### src/rtl/fsts_pkg.sv
// Shared widths, register indexes and word types for the floor span texture setup block.
`timescale 1ns / 1ps

package fsts_pkg;

  // Field widths
  localparam int ROW_W       = 9;
  localparam int COL_W       = 10;
  localparam int DX_W        = COL_W + 1;
  localparam int FIX_W       = 32;
  localparam int HEIGHT_W    = 31;
  localparam int SLOPE_W     = 31;
  localparam int TRIG_W      = 18;
  localparam int SHIFT_W     = 5;
  localparam int LIGHT_W     = 7;
  localparam int CFG_INDEX_W = 3;
  localparam int CFG_DATA_W  = 32;

  // Divider: quotient bits resolved per stage and stage count
  localparam int DIV_STEP   = 4;
  localparam int DIV_STAGES = FIX_W / DIV_STEP;

  // Configuration register indexes
  typedef enum logic [CFG_INDEX_W-1:0] {
    REG_PLANE_HEIGHT  = 3'd0,
    REG_EYE_X         = 3'd1,
    REG_EYE_Y         = 3'd2,
    REG_VIEW_SINE     = 3'd3,
    REG_VIEW_COSINE   = 3'd4,
    REG_CENTRE_COLUMN = 3'd5,
    REG_CENTRE_ROW    = 3'd6,
    REG_LIGHT_SHIFT   = 3'd7
  } cfg_reg_t;

  // Input word: one span
  typedef struct packed {
    logic [ROW_W-1:0]   row;
    logic [COL_W-1:0]   first_column;
    logic [COL_W-1:0]   last_column;
    logic [SLOPE_W-1:0] row_slope;
  } span_in_t;

  // Output word: texture setup for one span
  typedef struct packed {
    logic [ROW_W-1:0]        out_row;
    logic [COL_W-1:0]        out_first;
    logic [COL_W-1:0]        out_last;
    logic signed [FIX_W-1:0] tex_u_start;
    logic signed [FIX_W-1:0] tex_v_start;
    logic signed [FIX_W-1:0] tex_u_step;
    logic signed [FIX_W-1:0] tex_v_step;
    logic [LIGHT_W-1:0]      light_index;
  } span_out_t;

endpackage

### src/rtl/fsts_div.sv
// Pipelined signed-by-unsigned divider, truncating toward zero, four quotient bits per stage.
`timescale 1ns / 1ps

module fsts_div (
  input  logic                                 clk,
  input  logic                                 en,
  input  logic [fsts_pkg::FIX_W-1:0]           magnitude,
  input  logic [fsts_pkg::ROW_W-1:0]           divisor,
  input  logic                                 negative,
  output logic signed [fsts_pkg::FIX_W-1:0]    quotient
);
  import fsts_pkg::*;

  typedef struct packed {
    logic [ROW_W-1:0] rem;
    logic [FIX_W-1:0] work;
    logic [ROW_W-1:0] dvs;
    logic             neg;
  } div_stage_t;

  div_stage_t seed;
  div_stage_t stage_next [DIV_STAGES];
  div_stage_t stage      [DIV_STAGES];

  // Restoring division: shift one dividend bit into the remainder, subtract if it fits
  function automatic div_stage_t div_step(div_stage_t s);
    logic [ROW_W:0] trial;
    div_stage_t     r;
    r = s;
    for (int k = 0; k < DIV_STEP; k++) begin
      trial  = {r.rem, r.work[FIX_W-1]};
      r.work = {r.work[FIX_W-2:0], 1'b0};
      if (trial >= {1'b0, r.dvs}) begin
        trial     = trial - {1'b0, r.dvs};
        r.work[0] = 1'b1;
      end
      r.rem = trial[ROW_W-1:0];
    end
    return r;
  endfunction

  // Load a fresh dividend with a clear remainder
  always_comb begin
    seed.rem  = '0;
    seed.work = magnitude;
    seed.dvs  = divisor;
    seed.neg  = negative;
  end

  for (genvar s = 0; s < DIV_STAGES; s++) begin : g_stage
    if (s == 0) begin : g_first
      assign stage_next[s] = div_step(seed);
    end else begin : g_rest
      assign stage_next[s] = div_step(stage[s-1]);
    end

    always_ff @(posedge clk) begin
      if (en) begin
        stage[s] <= stage_next[s];
      end
    end
  end

  // Apply the dividend sign to the unsigned quotient
  always_ff @(posedge clk) begin
    if (en) begin
      quotient <= stage[DIV_STAGES-1].neg ? -$signed(stage[DIV_STAGES-1].work)
                                          : $signed(stage[DIV_STAGES-1].work);
    end
  end

endmodule

### config.mk
export PLATFORM = sky130hd
export DESIGN_NAME = fsts_div
export DESIGN_NICKNAME = d
export VERILOG_FILES = /design/src/rtl/fsts_pkg.sv /design/src/rtl/fsts_div.sv
export SDC_FILE = /design/constraint.sdc
export NUM_CORES = 1
export LEC_CHECK = 0
export BUFFER_PORTS_ARGS = -buffer_cell sky130_fd_sc_hd__buf_2
export CAP_MARGIN = 10
export CORE_MARGIN = 2
export CORE_UTILIZATION = 63
export DETAILED_ROUTE_END_ITERATION = 8
export GPL_TIMING_DRIVEN = 1
export PLACE_DENSITY = 0.87
export SLEW_MARGIN = 20
export SYNTH_ARGS = -nofsm -noshare
export SYNTH_HDL_FRONTEND = slang
export SYNTH_SLANG_ARGS = --single-unit
export TNS_END_PERCENT = 20
### constraint.sdc
create_clock -name clk -period 12.5 [get_ports clk]
set_input_delay 3.125 -clock clk [delete_from_list [all_inputs] [get_ports clk]]
set_output_delay 3.125 -clock clk [all_outputs]
set_load 0.005 [all_outputs]
======== Word-level counts from Yosys, hierarchy flattened ========
Memory sizes are Yosys's and may differ from the RTL's.
Cells that the tools add are included.
storage, ports and cells
  memory bits (writable) .................. 408
  word-level logic and storage cells ...... 134
  bits of input ports ..................... 44
  register bits ........................... 32
  memories ................................ 1
  output and inout port bits .............. 32
operators by class
  multiplexer cells ....................... 67
  add/sub/neg operators ................... 33
  $lt $le $gt $ge ......................... 32
memories
  name   depth  bits a word  rd ports  clocked after memory_dff  write ports  RTL line        text
  stage  8      51           8         0                         8            fsts_div.sv:23  div_stage_t stage [DIV_STAGES];
operators by type and width
  operator                                     count
  greater-or-equal comparator 10 x 9 -> 1 bit  31
  2-to-1 mux 9 bit                             32
  subtractor 9 bit                             31
  2-to-1 mux 1 bit                             34
  2-to-1 mux 32 bit                            1
  negation 32 bit                              1
  greater-or-equal comparator 1 x 9 -> 1 bit   1
  subtractor 1 x 9 -> 9 bit                    1

======== Longest topological paths before layout ========
Gate-level depths: netlist of the first run.
An unclocked memory read counts as a cell.
  depth after elaboration ................. 9
  gate-level depth with buffers ........... 37
  mapped depth without buffers ............ 36

======== Least setup slack after synthesis of the first run ========
No wires, ideal clock.
  path kind ............................... input -> register
  start point ............................. in magnitude[31] in the netlist's numbering
  end point ............................... mem stage[0][47] in the netlist's numbering, data pin
  setup slack ............................. 1,952 ps
  path buffers ............................ 0
  data arrival time ....................... 10,287 ps
  required time ........................... 12,239 ps
  stages .................................. 32
  setup time .............................. 261 ps
  path through ............................ inv_1 ha_1 nand2b_1 nand3_1 o21ai_0 fa_1 a21o_1 a21o_1 a22o_1 o21ai_0 nor2b_1 inv_2 mux2_2 ha_1 a21o_1 a21o_1 a221oi_1 a21boi_0 a311oi_2 inv_2 nor2_1 a21oi_1 fa_1 a21o_1 a21o_1 a221o_1 o21ai_0 nand2b_1 nor3_1 or2_2 inv_2 a221o_1
RTL lines
  element             RTL line        text
  start: declaration  fsts_div.sv:7   input logic [fsts_pkg::FIX_W-1:0] magnitude,
  end: declaration    fsts_div.sv:23

==> impl_metrics.yaml, run 1 <==
status:
  status: "finished clean"
sta:
  max_clock_freq_mhz: 89.9
  clock_skew_ns: 0.0303
  fin_crit_ns: 11.12
  finalMaxSlewViolations: 0
  rsz0062_at_grt: "no"
  relSlewSlack: 0.263
  timing.final.ws_setup_ns: 1.38
  setup_violations: 0
  finalHoldViolCount: 0
  hold_ws_ns: 0.399
  finalSetupTns_ns: 0
  post-route-period-util: 0.890
  worst_pin_slew_ns: 1.08
grt:
  grt_max_degree: 99
  grt_pass1_wl_mm: 96.9
  antenna_found_initial: 0
  grt_pass1_vias: 19300
  grt_overflow: 0
  grtUsageTotal: 0.260
clock_tree:
  cts_hold_buf: 0
  root_buffer: "clkbuf_16"
  cts_buffer_depth: 3
  cts_tree: "done"
  cts_buffers: 46
  clock_latency_ns: 0.61
  cts.clk_slew.worst_paths_ns: 0.07
  post_cts_buffers: 0
  cts_htree_levels: 2
  cts.sinks: 422
  cts-resized-gates: 0
floorplan:
  die_x_um: 214
  ioPinCount: 76
  die_y_um: 214
  row_count: 76
  dieArea_mm2: 0.0458
  core-area_mm2: 0.0433
  start_util: 0.642
setup_path:
  r2r_cells: 32
  crit_path_top_delay_cell: "a311oi_2"
  crit_top_cell: "a21o_1"
  critical_path_arrival_ns: 11.48
  crit_fanout: 11
  worst_r2r_endpoint: "stage[1][96]$_DFFE_PP_"
  r2r_slack_ns: 2.08
  startpoint_type: "primary input"
  cp-end-kind: "register"
  worstPathRequired_ns: 12.86
  critPathKind: "primary input to register"
  rr_startpoint: "stage[1][2]$_DFFE_PP_"
  max_stage_delay_ns: 0.62
synth:
  yosysUniqueCellTypes: 71
  yosysSeqAreaShare: 0.456
  synthFlopType: "edfxtp_1"
  syn_area_mm2: 0.0278
  yosys.area.top_type_share: 0.456
  ys_ff_latch: 422
  netlist_instances: 2408
  synthTopCellsByCount: "edfxtp_1, ha_1, inv_1, mux2_2, a21oi_1"
  synth_edf_count: 422
  ys_warn_count: 0
  yosysMostFrequentCell: "edfxtp_1"
  async_reset_ff_frac: 0
  syn-num-nets: 2764
  syn_avg_cell_area_um2: 11.5
  synth_area_leaders: "edfxtp_1, ha_1, mux2_2, xnor2_1, a21oi_1"
  netlist.top_cell.by_area: "edfxtp_1"
finish:
  syn_to_final_growth_pct: 9.37
  drive_gt1_frac: 0.139
  fillers: 3061
  nets: 2881
  multi_input_area_mm2: 0.0143
  final_core_util: 0.702
  antenna_cells: 0
  final-seq-area_mm2: 0.0127
detailed_routing:
  routed-via-count: 19400
  drc: 0
  ant_nets: 0
  viasPerCell: 6.16
  drt_first_pass_iters: 6
  drt_wl_total_mm: 59.7
  drt_iter0_markers: 1551
  wl_per_cell_um: 19.0
place:
  port_buffers: 75
  gp_routability_congestion: 0.943
  pre_cts_ws_ns: 0.882
  dpl.hpwl_mm: 44.5
run:
  maxCapViolations: 0
min_path:
  holdPathEnd: "stage[0][128]$_DFFE_PP_"
  hold_depth: 0
  hp-start: "stage[0][73]$_DFFE_PP_"
  hold_path_class: "register to register"
## layout make-up
class | instances | area share
Inverter | 203 | 0.0251
Clock inverter | 34 | 0.0101
Timing Repair Buffer | 85 | 0.0153
Clock buffer | 48 | 0.0381
Tap cell | 585 | 0.0241
Sequential cell | 422 | 0.417
Multi-Input combinational cell | 1767 | 0.470
## metal layers
metal  vias up  track usage  wire length [µm]  share of wire
li1       9300            -                 -              -
met1      9299        0.359             26600           0.45
met3       133       0.0481              3750          0.063
met4         0       0.0786              1490          0.025
met5         -            0                 0              0
met2       621        0.421             27900           0.47
## stage by stage
stage / area [µm²] / instances
CTS: 30400 / 3144
finish: 30400 / 3144
global route: 30400 / 3144
floorplan: 27800 / 2408
global placement: 28900 / 3062
detailed placement: 28900 / 3062
## worst max-delay path by stage
stage,depth (start not counted),end,startpoint
CTS,34,stage[0][50]$_DFFE_PP_,divisor[2]
floorplan,32,stage[0][47]$_DFFE_PP_,magnitude[31]
finish,34,stage[0][50]$_DFFE_PP_,divisor[2]
global route,34,stage[0][50]$_DFFE_PP_,divisor[2]
global placement,34,stage[0][50]$_DFFE_PP_,divisor[2]
detailed placement,34,stage[0][50]$_DFFE_PP_,divisor[2]
## critical path: cells and delay by family
kind,cells,cell delay [ns]
compound gates,18,4.34
fa+ha+maj,3,1.42
buf+inv,5,0.78
simple gates,8,1.79
## placed cells by master (no fill, tap or decap), drive strengths merged, types with 40 or more instances in the layout
master,n
xnor2,127
nor3,42
o21ai,112
edfxtp,422
mux2,152
a21o,90
inv,207
buf,85
nand2,96
o21a,44
xor2,69
ha,282
clkbuf,48
a21oi,146
nor2,137
mux2i,40
nor2b,44
## cells by family after synthesis
group | Yosys count | share of synthesized area
adder cells (fa/ha/maj) | 312 | 0.149
AND/OR/NAND/NOR | 486 | 0.0879
buffers and inverters | 219 | 0.0297
AO/OA/AOI/OAI | 581 | 0.140
multiplexers | 192 | 0.0764
XOR/XNOR | 196 | 0.0618
flip-flops | 422 | 0.456
## state kept, by name, summed over array words and instances, names as in the netlist
name and count:
quotient 32, stage 390
Power of run 1 is left out: the tool's default activity adds up to more than one toggle a clock period on the data nets, which glitch-free logic cannot reach.
==> run 2: changes to the inputs <==
--- a/config.mk
+++ b/config.mk
@@ -9,6 +9,7 @@
 export CAP_MARGIN = 10
 export CORE_MARGIN = 2
 export CORE_UTILIZATION = 63
+export CTS_BUF_LIST = sky130_fd_sc_hd__clkbuf_8
 export DETAILED_ROUTE_END_ITERATION = 8
 export GPL_TIMING_DRIVEN = 1
 export PLACE_DENSITY = 0.87
==> run 2 against run 1 <==
Compared with the run above: global-route usage shrank 0.13 points; count of clock-buffer cells in the layout increased by 24; register-to-register slack better by 0.03 ns; core utilization is 0.13 points higher; via count increased by 1.2%.
==> impl_metrics.yaml, run 2 (synthesis gave the netlist of run 1 again) <==
status:
  status: "finished clean"
grt:
  grt_pass1_wl_mm: 96.2
  grt_overflow: 0
  grt_pass1_vias: 19400
  antenna_found_initial: 0
  grtUsageTotal: 0.259
  grt_max_degree: 99
finish:
  syn_to_final_growth_pct: 9.58
  top_register: "stage"
  final_common_cell: "edfxtp_1"
  layout_common_cells: "edfxtp_1, ha_1, inv_1, mux2_2, a21oi_1"
  largest_register_ffs: 390
  drive_gt1_frac: 0.146
  fillers: 3056
  antenna_cells: 0
  reg.largest.list: "stage x390, quotient x32"
  nets: 2907
clock_tree:
  cts_buffer_depth: 3
  clock_latency_ns: 0.67
  cts-resized-gates: 0
  cts_buffers: 72
  root_buffer: "clkbuf_8"
  post_cts_buffers: 0
  cts_hold_buf: 0
  cts_htree_levels: 3
  cts.clk_slew.worst_paths_ns: 0.06
  cts_tree: "done"
  cts.sinks: 422
floorplan:
  row_count: 76
  die_y_um: 214
  start_util: 0.642
  ioPinCount: 76
  core-area_mm2: 0.0433
  dieArea_mm2: 0.0458
  die_x_um: 214
sta:
  worst_pin_slew_ns: 1.10
  relSlewSlack: 0.244
  finalMaxSlewViolations: 0
  finalSetupTns_ns: 0
  post-route-period-util: 0.885
  fin_crit_ns: 11.07
  clock_skew_ns: 0.0294
  finalHoldViolCount: 0
  max_clock_freq_mhz: 90.3
  rsz0062_at_grt: "no"
  setup_violations: 0
min_path:
  hold_path_class: "register to register"
setup_path:
  critical_path_arrival_ns: 11.49
  crit_path_top_delay_cell: "a311oi_2"
  cp-end-kind: "register"
  worstPathRequired_ns: 12.92
  critPathKind: "primary input to register"
  crit_fanout: 11
  crit_top_cell: "a21o_1"
  startpoint_type: "primary input"
  max_stage_delay_ns: 0.61
detailed_routing:
  drc: 0
  ant_nets: 0
  routed-via-count: 19600
  drt_first_pass_iters: 5
  drt_wl_total_mm: 59.2
  viasPerCell: 6.14
  wl_per_cell_um: 18.5
  drt_iter0_markers: 1620
place:
  port_buffers: 75
  gp_routability_congestion: 0.943
  dpl.hpwl_mm: 44.5
run:
  maxCapViolations: 0
==> run 2: changes by cell type in the layout (fill, tap and decap cells not counted), sizes merged <==
cell and delta:
bufinv +7, clkbuf +24, clkinv +6, clkinvlp -5, inv +15
==> run 2: final cells by class <==
cell class | count | area [µm²] | area share
Tap cell | 585 | 732 | 0.0240
Timing Repair Buffer | 85 | 464 | 0.0152
Inverter | 203 | 762 | 0.0250
Multi-Input combinational cell | 1767 | 14300 | 0.470
Clock buffer | 72 | 991 | 0.0325
Clock inverter | 57 | 526 | 0.0173
Sequential cell | 422 | 12700 | 0.416
==> run 2: worst paths after layout <==
| path | start | to | slack (ns) | cells after the start |
|---|---|---|---|---|
| worst min-delay path | stage[1][124]$_DFFE_PP_ | stage[1][179]$_DFFE_PP_ | 0.40 | 0 |
| worst max-delay path | divisor[2] | stage[0][50]$_DFFE_PP_ | 1.43 | 34 |
| worst min register to register | stage[1][124]$_DFFE_PP_ | stage[1][179]$_DFFE_PP_ | 0.40 | 0 |
| worst max register to register | stage[1][2]$_DFFE_PP_ | stage[1][96]$_DFFE_PP_ | 2.11 | 32 |
==> run 2: per-layer routing <==
| metal | track usage | routed length, µm | up-vias |
|---|---|---|---|
| li1 | - | - | 9372 |
| met1 | 0.358 | 26100 | 9358 |
| met2 | 0.412 | 27500 | 708 |
| met3 | 0.0505 | 4010 | 147 |
| met4 | 0.0883 | 1540 | 0 |
| met5 | 0 | 0 | - |
==> run 2: per-stage QoR <==
step / hold slack (ns) / instances / setup WS, ns / utilization / cell area [µm²]
3_5_place_dp: 0.405 / 3062 / 0.882 / 0.669 / 28900
2_1_floorplan: 0.400 / 2408 / 1.95 / - / 27800
3_3_place_gp: 0.400 / 3062 / 0.984 / 0.669 / 28900
6_report: 0.405 / 3191 / 1.43 / 0.704 / 30500
5_1_grt: 0.403 / 3191 / 0.782 / 0.704 / 30500
4_1_cts: 0.405 / 3191 / 1.55 / 0.704 / 30400
==> run 2: critical path, delay by kind of cell <==
kind,cells,cell delay (ns)
fa+ha+maj,3,1.43
buf+inv,5,0.77
compound gates,18,4.32
simple gates,8,1.81
Power of run 2 is left out for the same reason.
